`src/hdl/lfo_pkg.sv`:
```
// Shared types and constants for the LFO waveform generator.
// Holds the waveform codes and the configuration register map.
// No dependencies; used by lfo_shape and lfo_waveform_generator_core.
`default_nettype none

package lfo_pkg;

    // Width of the configuration write data and register index.
    localparam int CFG_DATA_W = 24;
    localparam int CFG_IDX_W  = 2;

    // Width of the cycle length register and the sample index.
    localparam int INDEX_W = 16;

    // Configuration register indexes.
    localparam logic [CFG_IDX_W-1:0] CFG_PHASE_INC = 2'd0;
    localparam logic [CFG_IDX_W-1:0] CFG_CYCLE_LEN = 2'd1;
    localparam logic [CFG_IDX_W-1:0] CFG_WAVEFORM  = 2'd2;

    // Reset values of the configuration registers.
    localparam logic [CFG_DATA_W-1:0] RST_PHASE_INC = 24'd1;
    localparam logic [INDEX_W-1:0]    RST_CYCLE_LEN = 16'hFFFF;

    // Waveform selection codes.
    typedef enum logic [1:0] {
        WAVE_SINE     = 2'd0,
        WAVE_TRIANGLE = 2'd1,
        WAVE_SQUARE   = 2'd2,
        WAVE_SAWTOOTH = 2'd3
    } t_wave;

endpackage

`default_nettype wire

```
`src/hdl/lfo_shape.sv`:
```
// Waveform shaper: maps one phase value to a signed fixed-point sample.
// Purely combinational; one 31x31 squaring for the parabolic sine.
// Depends on lfo_pkg for the waveform codes.
`default_nettype none

module lfo_shape #(
    parameter int PHASE_BITS  = 24,
    parameter int SAMPLE_BITS = 16
) (
    input  wire logic [PHASE_BITS-1:0]  i_phase,
    input  wire lfo_pkg::t_wave         i_waveform,
    output logic signed [SAMPLE_BITS-1:0] o_sample
);

    localparam int H = SAMPLE_BITS - 1;

    localparam logic signed [SAMPLE_BITS-1:0] S_MAX = {1'b0, {H{1'b1}}};
    localparam logic signed [SAMPLE_BITS-1:0] S_MIN = {1'b1, {H{1'b0}}};

    logic                    ph_low;
    logic [PHASE_BITS+1:0]   four;
    logic [PHASE_BITS+1:0]   pivot;
    logic [PHASE_BITS+2:0]   delta;
    logic [PHASE_BITS+2:0]   delta_abs;
    logic [PHASE_BITS:0]     u;
    logic                    delta_neg;
    logic                    delta_pos;
    logic [PHASE_BITS+30:0]  u_wide;
    logic [30:0]             v;
    logic [61:0]             v_sq;
    logic [60:0]             one_minus;
    logic [H:0]              sine_mag;
    logic [PHASE_BITS+H:0]   tri_wide;
    logic [H:0]              tri_mag;
    logic [PHASE_BITS+H-1:0] saw_wide;
    logic                    tri_neg;

    // Distance of 4p from the nearer peak (1 below one half, 3 above).
    always_comb begin
        ph_low    = ~i_phase[PHASE_BITS-1];
        four      = {i_phase, 2'b00};
        pivot     = ph_low ? {2'b01, {PHASE_BITS{1'b0}}} : {2'b11, {PHASE_BITS{1'b0}}};
        delta     = {1'b0, four} - {1'b0, pivot};
        delta_neg = delta[PHASE_BITS+2];
        delta_pos = ~delta_neg && (delta != '0);
        delta_abs = delta_neg ? (~delta + 1'b1) : delta;
        u         = delta_abs[PHASE_BITS:0];
    end

    // Parabolic sine: magnitude 1 - u^2 in a 30-bit fraction, truncated.
    always_comb begin
        u_wide    = {u, 30'd0};
        v         = u_wide[PHASE_BITS+30:PHASE_BITS];
        v_sq      = v * v;
        one_minus = {1'b1, 60'd0} - v_sq[60:0];
        sine_mag  = one_minus[60:60-H];
    end

    // Triangle and sawtooth magnitudes, truncated to the output fraction.
    always_comb begin
        tri_wide = {u, {H{1'b0}}};
        tri_mag  = tri_wide[PHASE_BITS+H:PHASE_BITS];
        saw_wide = {i_phase, {H{1'b0}}};
        tri_neg  = ph_low ? delta_neg : delta_pos;
    end

    // Apply sign and saturate the positive full-scale value.
    always_comb begin
        case (i_waveform)
            lfo_pkg::WAVE_SINE: begin
                if (!ph_low) begin
                    o_sample = -$signed(sine_mag);
                end else begin
                    o_sample = sine_mag[H] ? S_MAX : $signed(sine_mag);
                end
            end
            lfo_pkg::WAVE_TRIANGLE: begin
                if (tri_neg) begin
                    o_sample = -$signed(tri_mag);
                end else begin
                    o_sample = tri_mag[H] ? S_MAX : $signed(tri_mag);
                end
            end
            lfo_pkg::WAVE_SQUARE: begin
                o_sample = ph_low ? S_MAX : S_MIN;
            end
            lfo_pkg::WAVE_SAWTOOTH: begin
                o_sample = $signed({1'b0, saw_wide[PHASE_BITS+H-1:PHASE_BITS]});
            end
            default: begin
                o_sample = '0;
            end
        endcase
    end

endmodule

`default_nettype wire

```
`src/hdl/lfo_waveform_generator_core.sv`:
```
// Top level of the LFO waveform generator: phase accumulator, cycle counter,
// configuration registers and a two-register pipeline around lfo_shape.
// Depends on lfo_pkg and lfo_shape.
//
//   Channel  | Direction | Handshake                  | Payload
//   ---------+-----------+----------------------------+---------------------------
//   cfg      | in        | i_cfg_valid / o_cfg_ready  | i_cfg_index, i_cfg_data
//   in       | in        | i_in_valid / o_in_ready    | i_restart
//   out      | out       | o_out_valid / i_out_ready  | o_sample, o_cycle_start
//
// One transaction is accepted per clock unless the output stalls; each yields
// exactly one result. The input register captures the phase, and the result
// register captures the shaped sample after one squaring in lfo_shape.
// A stalled output holds its result while the input register still takes one
// more transaction. Reset is synchronous, clears phase, index and pipeline
// valids, and restores the configuration defaults. The cfg port is always ready.
`default_nettype none

module lfo_waveform_generator_core #(
    parameter int PHASE_BITS  = 24,
    parameter int SAMPLE_BITS = 16
) (
    input  wire logic                                i_clk,
    input  wire logic                                i_rst_n,
    // Configuration write channel
    input  wire logic                                i_cfg_valid,
    output logic                                     o_cfg_ready,
    input  wire logic [lfo_pkg::CFG_IDX_W-1:0]       i_cfg_index,
    input  wire logic [lfo_pkg::CFG_DATA_W-1:0]      i_cfg_data,
    // Input channel
    input  wire logic                                i_in_valid,
    output logic                                     o_in_ready,
    input  wire logic                                i_restart,
    // Output channel
    output logic                                     o_out_valid,
    input  wire logic                                i_out_ready,
    output logic signed [SAMPLE_BITS-1:0]            o_sample,
    output logic                                     o_cycle_start
);

    localparam int IW = lfo_pkg::INDEX_W;
    localparam int DW = lfo_pkg::CFG_DATA_W;

    // Configuration registers
    logic [DW-1:0]   r_phase_inc;
    logic [IW-1:0]   r_cycle_len;
    lfo_pkg::t_wave  r_waveform;

    // Oscillator state
    logic [PHASE_BITS-1:0] r_phase;
    logic [IW-1:0]         r_idx;
    logic [PHASE_BITS-1:0] n_phase;
    logic [IW-1:0]         n_idx;

    // Input register stage
    logic                  r_s1_valid;
    logic [PHASE_BITS-1:0] r_s1_phase;
    logic                  r_s1_start;

    // Result register stage
    logic                         r_out_valid;
    logic signed [SAMPLE_BITS-1:0] r_sample;
    logic                         r_cycle_start;

    logic                          in_fire;
    logic                          s1_move;
    logic [PHASE_BITS-1:0]         ph_eff;
    logic [IW-1:0]                 idx_eff;
    logic [IW-1:0]                 idx_inc;
    logic [PHASE_BITS+DW-1:0]      inc_wide;
    logic [PHASE_BITS-1:0]         inc;
    logic signed [SAMPLE_BITS-1:0] shaped;

    // Handshakes: the input register moves on whenever the result register frees up.
    assign o_cfg_ready = 1'b1;
    assign s1_move     = ~r_out_valid | i_out_ready;
    assign o_in_ready  = ~r_s1_valid | s1_move;
    assign in_fire     = i_in_valid & o_in_ready;

    // Configuration register writes; unknown indexes are ignored.
    always_ff @(posedge i_clk) begin
        if (!i_rst_n) begin
            r_phase_inc <= lfo_pkg::RST_PHASE_INC;
            r_cycle_len <= lfo_pkg::RST_CYCLE_LEN;
            r_waveform  <= lfo_pkg::WAVE_SINE;
        end else if (i_cfg_valid) begin
            case (i_cfg_index)
                lfo_pkg::CFG_PHASE_INC: r_phase_inc <= i_cfg_data;
                lfo_pkg::CFG_CYCLE_LEN: r_cycle_len <= i_cfg_data[IW-1:0];
                lfo_pkg::CFG_WAVEFORM:  r_waveform  <= lfo_pkg::t_wave'(i_cfg_data[1:0]);
                default: begin
                end
            endcase
        end
    end

    // Phase step sized to the accumulator width.
    assign inc_wide = {{PHASE_BITS{1'b0}}, r_phase_inc};
    assign inc      = inc_wide[PHASE_BITS-1:0];

    // Next accumulator and index; reaching the cycle length replays from zero.
    always_comb begin
        ph_eff  = i_restart ? '0 : r_phase;
        idx_eff = i_restart ? '0 : r_idx;
        idx_inc = idx_eff + 1'b1;
        if ((idx_inc >= r_cycle_len) || (idx_inc == '0)) begin
            n_idx   = '0;
            n_phase = '0;
        end else begin
            n_idx   = idx_inc;
            n_phase = ph_eff + inc;
        end
    end

    always_ff @(posedge i_clk) begin
        if (!i_rst_n) begin
            r_phase <= '0;
            r_idx   <= '0;
        end else if (in_fire) begin
            r_phase <= n_phase;
            r_idx   <= n_idx;
        end
    end

    // Input register: phase and cycle-start flag of the accepted transaction.
    always_ff @(posedge i_clk) begin
        if (!i_rst_n) begin
            r_s1_valid <= 1'b0;
        end else if (in_fire) begin
            r_s1_valid <= 1'b1;
        end else if (s1_move) begin
            r_s1_valid <= 1'b0;
        end
    end

    always_ff @(posedge i_clk) begin
        if (in_fire) begin
            r_s1_phase <= ph_eff;
            r_s1_start <= (idx_eff == '0);
        end
    end

    lfo_shape #(
        .PHASE_BITS  (PHASE_BITS),
        .SAMPLE_BITS (SAMPLE_BITS)
    ) u_shape (
        .i_phase    (r_s1_phase),
        .i_waveform (r_waveform),
        .o_sample   (shaped)
    );

    // Result register.
    always_ff @(posedge i_clk) begin
        if (!i_rst_n) begin
            r_out_valid <= 1'b0;
        end else if (s1_move) begin
            r_out_valid <= r_s1_valid;
        end
    end

    always_ff @(posedge i_clk) begin
        if (s1_move && r_s1_valid) begin
            r_sample      <= shaped;
            r_cycle_start <= r_s1_start;
        end
    end

    assign o_out_valid   = r_out_valid;
    assign o_sample      = r_sample;
    assign o_cycle_start = r_cycle_start;

    // A zero sample index always comes with a zero phase.
    a_idx_phase: assert property (@(posedge i_clk) disable iff (!i_rst_n)
        (r_idx == '0) |-> (r_phase == '0))
        else $error("sample index is zero but phase is not");

    // A restart transaction starts a cycle at phase zero.
    a_restart: assert property (@(posedge i_clk) disable iff (!i_rst_n)
        (in_fire && i_restart) |=> (r_s1_start && (r_s1_phase == '0)))
        else $error("restart did not reach the input register");

    // A blocked input register keeps its transaction.
    a_s1_hold: assert property (@(posedge i_clk) disable iff (!i_rst_n)
        (r_s1_valid && !s1_move) |=> r_s1_valid)
        else $error("input register dropped a transaction");

    // The square wave only ever shows the two full-scale values.
    a_square: assert property (@(posedge i_clk) disable iff (!i_rst_n)
        (r_out_valid && (r_waveform == lfo_pkg::WAVE_SQUARE)) |->
        ((o_sample == {1'b0, {(SAMPLE_BITS-1){1'b1}}}) ||
         (o_sample == {1'b1, {(SAMPLE_BITS-1){1'b0}}})))
        else $error("square wave off full scale");

    // The sawtooth never goes negative.
    a_saw: assert property (@(posedge i_clk) disable iff (!i_rst_n)
        (r_out_valid && (r_waveform == lfo_pkg::WAVE_SAWTOOTH)) |->
        !o_sample[SAMPLE_BITS-1])
        else $error("sawtooth went negative");

endmodule

`default_nettype wire

```
`config.mk`:
```
export PLATFORM = sky130hd
export DESIGN_NAME = lfo_waveform_generator_core
export DESIGN_NICKNAME = d
export VERILOG_FILES = /design/src/hdl/lfo_pkg.sv /design/src/hdl/lfo_shape.sv /design/src/hdl/lfo_waveform_generator_core.sv
export SDC_FILE = /design/constraint.sdc
export NUM_CORES = 1
export LEC_CHECK = 0
export ABC_CLOCK_PERIOD_IN_PS = 20400
export BUFFER_PORTS_ARGS = -buffer_cell sky130_fd_sc_hd__buf_2
export CAP_MARGIN = 20
export CORE_UTILIZATION = 55
export CTS_BUF_LIST = sky130_fd_sc_hd__clkbuf_4 sky130_fd_sc_hd__clkbuf_8 sky130_fd_sc_hd__clkbuf_16
export CTS_CLUSTER_SIZE = 30
export DETAILED_ROUTE_END_ITERATION = 6
export PLACE_DENSITY = 0.71
export SYNTH_ARGS = -nofsm -noshare
export SYNTH_HDL_FRONTEND = slang
export SYNTH_SLANG_ARGS = --single-unit
export TNS_END_PERCENT = 10
```
`constraint.sdc`:
```
create_clock -name i_clk -period 20.4 [get_ports i_clk]
set_input_delay 2.04 -clock i_clk [delete_from_list [all_inputs] [get_ports i_clk]]
set_output_delay 2.04 -clock i_clk [all_outputs]
set_load 0.01 [all_outputs]
```
; ---- Yosys cells after proc, flatten, opt, wreduce, memory -nomap -nowiden
; Index checks and enable logic that the tools add are counted.
[totals]
elab_cells = 59
latchBits = 0
memories = 0
rom_bits = 0
output_inout_bits = 20
mem_bits_rw = 0
ff_bits = 126
[op_classes]
add_sub_neg = 7
n_mul = 1
eq_ne = 5
order_cmp = 1
div = 0
n_reduce_logical = 12
n_shift = 0
mux = 15
bitwise = 7
[ops]
columns = cell, count
row1 = 16-bit 2-to-1 mux, 5
row2 = 16-bit one-hot mux with 4 select lines, 1
row3 = 61-bit subtractor (first input constant), 1
row4 = 25-bit by 25-bit multiplier with 49-bit output, 1
row5 = 24-bit 2-to-1 mux, 2
row6 = 16-bit zero test, 2
row7 = 16-bit negation, 2
row8 = 15-bit 2-to-1 mux, 2
row9 = 27-bit nonzero test, 1
row10 = 26-bit by 26-bit subtractor with 27-bit output, 1
row11 = 26-bit 2-to-1 mux, 1
row12 = 25-bit by 1-bit adder with 25-bit output (second input constant), 1
row13 = 25-bit 2-to-1 mux, 1
row14 = 25-bit NOT, 1
row15 = 24-bit adder, 1
row16 = 16-bit by 1-bit adder with 16-bit output (second input constant), 1
row17 = 16-bit >= comparator, 1
row18 = 2-bit == test (second input constant), 3
row19 = 2-bit AND reduction, 3
row20 = 2-bit by 1-bit == test with 1-bit output (second input constant), 2
row21 = 2-bit zero test, 2
row22 = 1-bit 2-to-1 mux, 3
row23 = 1-bit NOT, 3
row24 = 1-bit logical AND, 2
row25 = 4 further kinds, 5

; ---- Depth between registers and ports, before layout
; Gate-level depths: netlist (run 1).
[depth]
depth_word = 10
depth_mapped = 44
ltp_nobuf = 41

; ---- Cells and area by module
; Synthesis (run 1) repeated with hierarchy kept, for this count alone.
[unflattened]
cells_unflattened = 2757
area_unflattened_um2 = 24123.1
[modules_own_cells]
columns = module, instances, cells_per_inst, area_each_um2
row1 = lfo_shape, 1, 2105, 17824.6
row2 = lfo_waveform_generator_core, 1, 652, 6298.5

; ---- Worst setup path after synthesis (run 1)
; No wires, ideal clock.
[synth_timing]
kind = register -> register
from = register r_s1_phase[3]
to = register r_sample[8] (netlist: o_sample[8]), data pin
path_slack_ns = 10.030
setup_ns = 0.262
period_less_slack_ns = 10.370
path_stages_with_launch = 39
n_path_buf = 2
required_ns = 20.138
arrival_ns = 10.108
cell_sequence = edfxtp_1 > or4_1 > nor4b_1 > and2_1 > nand2_1 > nor4_1 > nor2_1 > xnor2_1 > clkbuf_1 > nor2_1 > fa_1 > inv_1 > fa_1 > inv_1 > fa_1 > fa_1 > fa_1 > fa_1 > [... 3 more ...] > ha_1 > clkbuf_1 > a21oi_1 > o211ai_1 > o21bai_1 > a21oi_1 > or3_2 > a221oi_1 > and4_1 > nand2_1 > or2_2 > xor2_1 > ha_1 > nor4_1 > a41oi_1 > xnor2_1 > nor2_1 > o22ai_1
[synth_between]
elab_chain_len = 9
word_cells_on_any_way = 17
[synth_rtl]
columns = element, line
row1 = "start, declared", lfo_waveform_generator_core.sv:57  ; logic [PHASE_BITS-1:0] r_s1_phase;
row2 = "start signal, assigned", lfo_waveform_generator_core.sv:138  ; r_s1_phase <= ph_eff;
row3 = 26-bit by 26-bit subtractor with 27-bit output (*), lfo_shape.sv:43  ; delta = {1'b0, four} - {1'b0, pivot};
row4 = 25-bit NOT, lfo_shape.sv:46  ; delta_abs = delta_neg ? (~delta + 1'b1) : delta;
row5 = 25-bit by 1-bit adder with 25-bit output, lfo_shape.sv:46
row6 = 25-bit 2-to-1 mux, lfo_shape.sv:46
row7 = 25-bit by 25-bit multiplier with 49-bit output, lfo_shape.sv:54  ; v_sq = v * v;
row8 = 61-bit subtractor, lfo_shape.sv:55  ; one_minus = {1'b1, 60'd0} - v_sq[60:0];
row9 = 16-bit negation or 15-bit 2-to-1 mux (tied branches), "lfo_shape.sv:72, lfo_shape.sv:74"
row10 = 16-bit 2-to-1 mux, lfo_shape.sv:71  ; if (!ph_low) begin
row11 = 16-bit one-hot mux with 4 select lines (*), lfo_shape.sv:69  ; case (i_waveform)
row12 = via shaped[8], lfo_waveform_generator_core.sv:72  ; logic signed [SAMPLE_BITS-1:0] shaped;
row13 = "end signal, assigned", lfo_waveform_generator_core.sv:163  ; r_sample <= shaped;
row14 = "end, declared", lfo_waveform_generator_core.sv:62  ; logic signed [SAMPLE_BITS-1:0] r_sample;
; The timed path passes the listed nets; every way through them passes the cells marked *.
; A chain may end at the register's enable or synchronous reset.

; ---- Worst setup path in the final report (run 1)
[layout_timing]
from = register r_s1_phase[3]
to = register r_sample[6] (netlist: o_sample[6]), data pin
; The elaborated chain is that of the path after synthesis.

==> impl_metrics.yaml, run 1 <==
cts:
  cts_resized: 0
  worst_skew_pair.late_latency_ns: 0.43
  clkTransAtPathRegs_ns: 0.06
  cts.path.max_buffers: 2
  cts-root-buf: "clkbuf_16"
  cts_tree: "yes"
  post_cts.repair.setup_buffers: 0
  cts_max_level: 4
  cts_made_buffers: 17
  cts_sinks: 126
  ctsHoldBuffers: 0
worst_setup_path:
  ff2ff_path_depth: 39
  cpMostUsedCell: "inv_1"
  worstReg2RegStart: "r_s1_phase[3]"
  crit_type: "reg2reg"
  crit_family: "adder cells"
  rr_endpoint: "o_sample[6]"
  critical_path.slowest_cell: "xor2_1"
  cp.required_ns: 20.56
  arrival_ns: 12.79
  end_kind: "flop"
  max_stage_delay_ns: 0.83
  r2r_setup_slack_ns: 7.77
  path_buf_inv: 9
  path_max_fanout: 20
  worstSetupStartpointType: "flop"
finish:
  mostFrequentLayoutCells: "inv_1, fa_1, nand2_1, ha_1, nor2_1"
  nets: 3423
  regArea_um2: 2943
  multi_input_area_um2: 18220
  final_layout_size_suffix_gt1_share_pct: 5.764
  syn_to_final_growth_pct: 6.021
  final_common_cell: "inv_1"
  num_antenna_cells: 0
  fillers: 3761
floorplan:
  die_h_um: 210.2
  die_w_um: 210.2
  start_util_pct: 56.32
  fp.dieArea_um2: 44180
  io_pins: 52
  rows: 75
  core_um2: 42320
synth:
  ys_types: 103
  synthesis.area_um2: 23840
  synth_area_leader_cell: "fa_1"
  synth_enable_flop_cells: 42
  ys_warn_count: 0
  synth-seq-cells: 126
  synthCells: 2739
  synthArstFlopShare_pct: 0
  avgSynthCellArea_um2: 8.703
  synth_seq_area_share_pct: 12.35
  synthTopCellsByArea: "fa_1, ha_1, inv_1"
  yosysTopAreaCellShare_pct: 33.01
  ys.flop_type: "dfxtp_1"
placed_design:
  dpl_worst_slack_ns: 7.872
  io_buffer_count: 50
  place_hpwl_mm: 50.27
  gp_congestion: 0.9879
global_routing:
  antenna_found_initial: 2
  grt_pass1_vias: 19230
  track_usage_pct: 28.62
  grt_max_degree: 81
  grt_overflow: 0
  grt_pass1_wl_mm: 98.99
route:
  ant_nets: 0
  dr_total_vias: 18580
  finalWirelength_mm: 60.94
  drc: 0
  drt_iter0_drc: 1435
  drt_pass1_iterations: 5
  vias_per_cell: 5.542
  wl_per_cell_um: 18.17
sta:
  tightest_slew_ns: 1.054
  slew-limit-headroom_pct: 29.48
  finClkSkew_ns: 0.01115
  fin_crit_ns: 12.63
  finalHoldViolCount: 0
  fmax_mhz: 79.16
  setup_viol: 0
  slew_viol_final: 0
  setup_slack_ns: 7.768
  holdWs_ns: 0.4418
  fin_crit_sh_pct: 61.92
  rsz0062_at_grt: "no"
  setup-tns-final_ns: 0
hold_path:
  min_path_cells: 0
  hold_start: "r_s1_start"
  hold_path_class: "reg2reg"
  hold-path-endpoint: "o_cycle_start"
run:
  maxCapViolations: 0
status:
  status: "finished, final reports clean"
layer usage:
layer	share of wire (%)	vias up	GRT usage, %
met5	0	-	0
met4	2.6	0	7.626
met3	7.6	101	6.153
met2	47	653	48.37
met1	42	9099	37.18
li1	-	8731	-
stage by stage:
| step | instance area, um2 | cells | util (%) |
|---|---|---|---|
| 2_1_floorplan | 23900 | 2755 | - |
| 3_3_place_gp | 24690 | 3321 | 58.35 |
| 3_5_place_dp | 24690 | 3321 | 58.35 |
| 4_1_cts | 25270 | 3353 | 59.71 |
| 5_1_grt | 25270 | 3353 | 59.71 |
| 6_report | 25270 | 3353 | 59.71 |
registers in the layout, summed over array words and instances, names as in the netlist:
name / flops
o_cycle_start: 1
r_idx: 16
r_s1_start: 1
r_phase: 24
r_waveform: 2
r_s1_phase: 24
o_sample: 16
r_s1_valid: 1
o_out_valid: 1
r_cycle_len: 16
inc: 24
cells in the mapped netlist, drive strengths merged, types with 5 or more instances:
cell type	n
o31ai	10
a211oi	10
o21a	12
a31oi	16
ha	235
nor2b	74
nor3	43
inv	618
and3	9
fa	393
xnor2	68
nand3	34
clkbuf	76
a21boi	30
buf	15
nand2	269
and2b	6
or2	9
nand4	16
nor3b	6
mux2i	5
nand2b	6
o211ai	29
edfxtp	42
or4	9
xor2	36
nor2	204
o21bai	11
or3	12
dfxtp	84
o21ai	71
a21oi	94
a22oi	42
nor4	18
and2	11
a21o	33
cells by family after synthesis:
family / share of synthesized area (%)
AO/OA/AOI/OAI: 11.60
XOR/XNOR: 3.853
adder cells (fa/ha/maj): 45.34
buffers and inverters: 11.54
flip-flops: 12.35
multiplexers: 0.3044
other: 0.03151
AND/OR/NAND/NOR: 14.99
worst max-delay path by stage:
stage / endpoint / slack [ns] / from / cells after the start
detailed placement: o_sample[0] / 7.87 / r_s1_phase[3] / 36
global route: o_sample[10] / 6.92 / r_s1_phase[3] / 34
CTS: o_sample[0] / 7.85 / r_s1_phase[3] / 36
floorplan: o_sample[8] / 10.03 / r_s1_phase[3] / 38
finish: o_sample[6] / 7.77 / r_s1_phase[3] / 39
global placement: o_sample[0] / 8.07 / r_s1_phase[3] / 34
layout make-up:
cell class              instances  area share [%]
repair buffers                 80           1.881
multi-input cells            1916           72.09
flip-flops and latches        126           11.64
clock buffers                  19           1.881
clock inverters                13          0.4060
inverters                     622           9.239
well taps                     577           2.857
Power of run 1 is not shown: default switching activity piles up to over one toggle a cycle in this logic, so the estimate is an artifact.
==> run 2, diff against run 1 <==
--- a/config.mk
+++ b/config.mk
@@ -5,14 +5,14 @@
 export SDC_FILE = /design/constraint.sdc
 export NUM_CORES = 1
 export LEC_CHECK = 0
-export ABC_CLOCK_PERIOD_IN_PS = 20400
+export ABC_CLOCK_PERIOD_IN_PS = 10330
 export BUFFER_PORTS_ARGS = -buffer_cell sky130_fd_sc_hd__buf_2
 export CAP_MARGIN = 20
 export CORE_UTILIZATION = 55
 export CTS_BUF_LIST = sky130_fd_sc_hd__clkbuf_4 sky130_fd_sc_hd__clkbuf_8 sky130_fd_sc_hd__clkbuf_16
 export CTS_CLUSTER_SIZE = 30
 export DETAILED_ROUTE_END_ITERATION = 6
-export PLACE_DENSITY = 0.71
+export PLACE_DENSITY = 0.74
 export SYNTH_ARGS = -nofsm -noshare
 export SYNTH_HDL_FRONTEND = slang
 export SYNTH_SLANG_ARGS = --single-unit
==> constraint.sdc (replaced) <==
create_clock -name i_clk -period 10.33 [get_ports i_clk]
set_input_delay 1.033 -clock i_clk [delete_from_list [all_inputs] [get_ports i_clk]]
set_output_delay 1.033 -clock i_clk [all_outputs]
set_load 0.01 [all_outputs]
==> run 2 against run 1 <==
  * Final cell count increased by 3.4%
  * Sequential share of layout area decreased by 0.63 points
  * Register-to-register slack got worse by 7.4 ns
  * Clock skew decreased by 0.0026 ns
  * Global-route usage increased by 0.93 points
  * Core utilization increased by 3.4 points
  * Hold slack got worse by 0.013 ns
  * Wire length increased by 3.8%
  * Count of clock-buffer cells in the layout increased by 8
  * Non-clock buffer count increased by 114
  * Setup slack got worse by 7.4 ns
==> impl_metrics.yaml, run 2 (synthesis results as in run 1) <==
worst_setup_path:
  end_kind: "flop"
  r2r_setup_slack_ns: 0.32
  endpoint: "o_sample[4]"
  path_max_fanout: 6
  arrival_ns: 10.16
  cp.required_ns: 10.49
  ff2ff_path_depth: 40
  startpoint: "r_s1_phase[6]"
  worstReg2RegStart: "r_s1_phase[6]"
  rr_endpoint: "o_sample[4]"
  cpMostUsedCell: "inv_1"
  crit_type: "reg2reg"
  max_stage_delay_ns: 0.61
  worstSetupStartpointType: "flop"
  critical_path.slowest_cell: "or4_4"
cts:
  ctsHoldBuffers: 0
  worst_skew_pair.late_latency_ns: 0.42
  cts-root-buf: "clkbuf_16"
  clkTransAtPathRegs_ns: 0.05
  cts_max_level: 4
  cts_made_buffers: 17
  cts_tree: "yes"
  cts_sinks: 126
  cts.path.max_buffers: 2
floorplan:
  die_h_um: 210.2
  die_w_um: 210.2
  rows: 75
  start_util_pct: 56.32
  io_pins: 52
  core_um2: 42320
  fp.dieArea_um2: 44180
global_routing:
  grt_overflow: 0
  track_usage_pct: 29.55
  grt_max_degree: 81
  grt_pass1_vias: 20290
  antenna_found_initial: 1
  grt_pass1_wl_mm: 102.9
finish:
  mostFrequentLayoutCells: "inv_1, fa_1, nand2_1, ha_1, nor2_1"
  final_common_cell: "inv_1"
  nets: 3537
  syn_to_final_growth_pct: 12.06
  final_util_pct: 63.11
  final_layout_size_suffix_gt1_share_pct: 12.36
  final_cell_area_um2: 26710
  finalNonFillerCells: 3467
route:
  drt_iter0_drc: 1495
  vias_per_cell: 5.601
  ant_nets: 0
  wl_per_cell_um: 18.25
  dr_total_vias: 19420
  drc: 0
  drt_pass1_iterations: 6
  finalWirelength_mm: 63.27
sta:
  tightest_slew_ns: 1.043
  fin_crit_ns: 10.01
  finalHoldViolCount: 0
  finClkSkew_ns: 0.008582
  fmax_mhz: 99.93
  fin_crit_sh_pct: 96.87
  slew_viol_final: 0
  slew-limit-headroom_pct: 30.16
  holdWs_ns: 0.4289
  setup_viol: 0
placed_design:
  place_hpwl_mm: 52.47
  gp_congestion: 0.9850
  dpl.cell_count: 3424
  io_buffer_count: 50
  dpl_cell_area_um2: 25480
status:
  status: "finished, final reports clean"
hold_path:
  hold_path_class: "reg2reg"
run:
  maxCapViolations: 0
==> run 2: cell types whose count changed in the layout (fill, tap and decap cells not counted), sizes merged <==
cell      before  now
clkbuf        19   27
clkinv        12    5
clkinvlp       1    0
buf           80  194
diode          0    1
inv          622  619
bufinv         0    2
==> run 2: worst min-delay path by stage <==
| stage | startpoint | to | slack (ns) | cells past startpoint |
|---|---|---|---|---|
| 2_1_floorplan | r_s1_start | o_cycle_start | 0.40 | 0 |
| 3_3_place_gp | r_s1_start | o_cycle_start | 0.40 | 0 |
| 3_5_place_dp | r_s1_start | o_cycle_start | 0.42 | 0 |
| 4_1_cts | r_s1_start | o_cycle_start | 0.43 | 0 |
| 5_1_grt | r_s1_start | o_cycle_start | 0.44 | 0 |
| 6_report | r_s1_start | o_cycle_start | 0.43 | 0 |
==> run 2: final cells by class <==
| type | instances | area [um2] |
|---|---|---|
| Fill cell | 3588 | 15610 |
| Timing Repair Buffer | 194 | 1363 |
| Tap cell | 577 | 721.9 |
| Antenna cell | 1 | 2.502 |
| Clock buffer | 27 | 566.8 |
| Sequential cell | 126 | 2943 |
| Clock inverter | 4 | 70.07 |
| Inverter | 622 | 2337 |
| Multi-Input combinational cell | 1916 | 18710 |
==> run 2: critical path, delay by kind of cell, from the launching register on <==
kind | cells | cell delay (ns)
AND/OR/NAND/NOR | 11 | 2.62
buffers and inverters | 11 | 1.04
flip-flops | 1 | 0.40
adder cells (fa/ha/maj) | 9 | 4.11
AO/OA/AOI/OAI | 6 | 0.99
XOR/XNOR | 3 | 0.57
==> run 2: per-layer routing <==
layer | global-route usage [%] | vias to the layer above | routed length [um]
li1 | - | 8948 | -
met1 | 37.79 | 9612 | 25590
met2 | 50.78 | 693 | 30450
met3 | 4.455 | 166 | 4700
met4 | 10.80 | 0 | 2530
met5 | 0 | - | 0
==> run 2: metrics by stage <==
stage          setup TNS (ns)  setup slack, ns
5_1_grt               -0.1766         -0.06121
6_report                    0           0.3232
3_5_place_dp           -1.273          -0.2320
3_3_place_gp         -0.06419         -0.06419
4_1_cts                     0          0.04795
2_1_floorplan               0          0.05481
==> run 2: what timing repair did <==
action	4_1_cts	5_1_grt
buffers inserted	0	11
pin swaps	0	35
gates resized for setup	11	98
cloned	0	0
setup endpoints to repair	15	16
Power of run 2 is left out for the same reason.
==> run 3, diff against run 2 <==
--- a/config.mk
+++ b/config.mk
@@ -8,11 +8,13 @@
 export ABC_CLOCK_PERIOD_IN_PS = 10330
 export BUFFER_PORTS_ARGS = -buffer_cell sky130_fd_sc_hd__buf_2
 export CAP_MARGIN = 20
-export CORE_UTILIZATION = 55
+export CELL_PAD_IN_SITES_DETAIL_PLACEMENT = 2
+export CELL_PAD_IN_SITES_GLOBAL_PLACEMENT = 2
+export CORE_UTILIZATION = 38
 export CTS_BUF_LIST = sky130_fd_sc_hd__clkbuf_4 sky130_fd_sc_hd__clkbuf_8 sky130_fd_sc_hd__clkbuf_16
 export CTS_CLUSTER_SIZE = 30
 export DETAILED_ROUTE_END_ITERATION = 6
-export PLACE_DENSITY = 0.74
+export PLACE_DENSITY_LB_ADDON = 0.1
 export SYNTH_ARGS = -nofsm -noshare
 export SYNTH_HDL_FRONTEND = slang
 export SYNTH_SLANG_ARGS = --single-unit
==> run 3 against run 2 <==
  * The run now ends with negative setup slack left
  * Hold slack got worse by 0.0021 ns
  * Critical path type unchanged
  * Die area rose by 44%
  * Wire length rose by 47%
  * Flip-flop and latch count did not move
  * Sequential share of layout area fell by 0.79 points
  * Largest cell class unchanged
==> impl_metrics.yaml, run 3 (synthesis results as in run 1) <==
finish:
  regArea_um2: 2943
  nets: 3698
  finalNonFillerCells: 3888
  final_common_cell: "inv_1"
  mostFrequentLayoutCells: "inv_1, fa_1, buf_4, nand2_1, ha_1"
  multi_input_area_um2: 19190
  final_layout_size_suffix_gt1_share_pct: 20.12
  num_antenna_cells: 0
  fillers: 6740
  syn_to_final_growth_pct: 20.70
global_routing:
  track_usage_pct: 28.42
  grt_max_degree: 81
  grt_pass1_vias: 23910
  antenna_found_initial: 0
  grt_overflow: 0
  grt_pass1_wl_mm: 137.9
placed_design:
  dpl.cell_count: 3797
  io_buffer_count: 50
  gp_congestion: 0.9076
  place_hpwl_mm: 74.23
sta:
  fin_crit_ns: 10.55
  slew-limit-headroom_pct: 28.29
  slew_viol_final: 0
  setup_slack_ns: -0.2170
  setup_viol: 16
  fmax_mhz: 94.81
  fin_crit_sh_pct: 102.1
  rsz0062_at_grt: "yes"
  finalHoldViolCount: 0
  finClkSkew_ns: 0.01283
  tightest_slew_ns: 1.076
  setup-tns-final_ns: -2.513
route:
  vias_per_cell: 5.319
  dr_total_vias: 20680
  drt_pass1_iterations: 5
  wl_per_cell_um: 23.97
  drt_iter0_drc: 991
  finalWirelength_mm: 93.20
  drc: 0
  ant_nets: 0
cts:
  cts_sinks: 126
  cts.path.max_buffers: 2
  cts_max_level: 4
  cts_made_buffers: 17
  cts-root-buf: "clkbuf_16"
  cts_tree: "yes"
  clkTransAtPathRegs_ns: 0.06
  worst_skew_pair.late_latency_ns: 0.42
  ctsHoldBuffers: 0
floorplan:
  die_w_um: 252.5
  core_um2: 61830
  start_util_pct: 38.55
  rows: 91
  die_h_um: 252.5
  io_pins: 52
  fp.dieArea_um2: 63730
worst_setup_path:
  worstSetupStartpointType: "flop"
  crit_type: "reg2reg"
  arrival_ns: 10.73
  critical_path.slowest_cell: "fa_1"
  max_stage_delay_ns: 0.64
  cp.required_ns: 10.51
  path_max_fanout: 10
  cpMostUsedCell: "buf_4"
  end_kind: "flop"
hold_path:
  hold_path_class: "reg2reg"
status:
  violations: "negative setup slack"
  status: "finished, violations left"
run:
  maxCapViolations: 0
==> run 3: metal layers <==
metal	routed length [um]	GRT usage (%)	up-vias
met4	4091	9.437	0
met3	2501	1.720	166
met2	49280	53.83	406
li1	-	-	9252
met5	0	0	-
met1	37330	33.82	10860
==> run 3: cell type report <==
cell class | count | area share [%]
Timing Repair Buffer | 355 | 9.298
Multi-Input combinational cell | 1916 | 66.71
Clock buffer | 20 | 1.661
Tap cell | 837 | 3.640
Clock inverter | 12 | 0.2870
Sequential cell | 126 | 10.23
Inverter | 622 | 8.180
==> run 3: worst max-delay path: cells and delay by family, from the launching register on <==
family / cells / cell delay [ns]
AOI/OAI and AO/OA: 7 / 1.01
buffers and inverters: 13 / 1.70
xor gates and xnor gates: 2 / 0.40
and+or+nand+nor: 9 / 2.65
adders and majority gates: 8 / 4.08
DFF: 1 / 0.44
==> run 3: through the flow <==
stage                     util (%)  setup WS (ns)  hold slack (ns)  cell area [um2]
after floorplan                  -        0.05481           0.4003            23900
after global placement       43.20        -0.3603           0.4204            26710
after global routing         46.54        -0.5636           0.4422            28770
final                        46.54        -0.2170           0.4268            28770
after detailed placement     43.20        -0.6682           0.4135            26710
after CTS                    44.77      0.0009868           0.4279            27680
==> run 3: timing repair <==
action,CTS,global route
resized for setup,65,179
pin swaps,29,129
setup buffers,13,47
setup endpoints to repair,16,16
==> run 3: path summary, 6_finish.rpt <==
check                                    from            end  slack, ns  cells past startpoint
worst max-delay path            r_s1_phase[3]    o_sample[3]      -0.22                     39
worst min-delay path               r_s1_start  o_cycle_start       0.43                      0
worst max register to register  r_s1_phase[3]    o_sample[3]      -0.22                     39
worst min register to register     r_s1_start  o_cycle_start       0.43                      0
Power of run 3 is left out for the same reason.
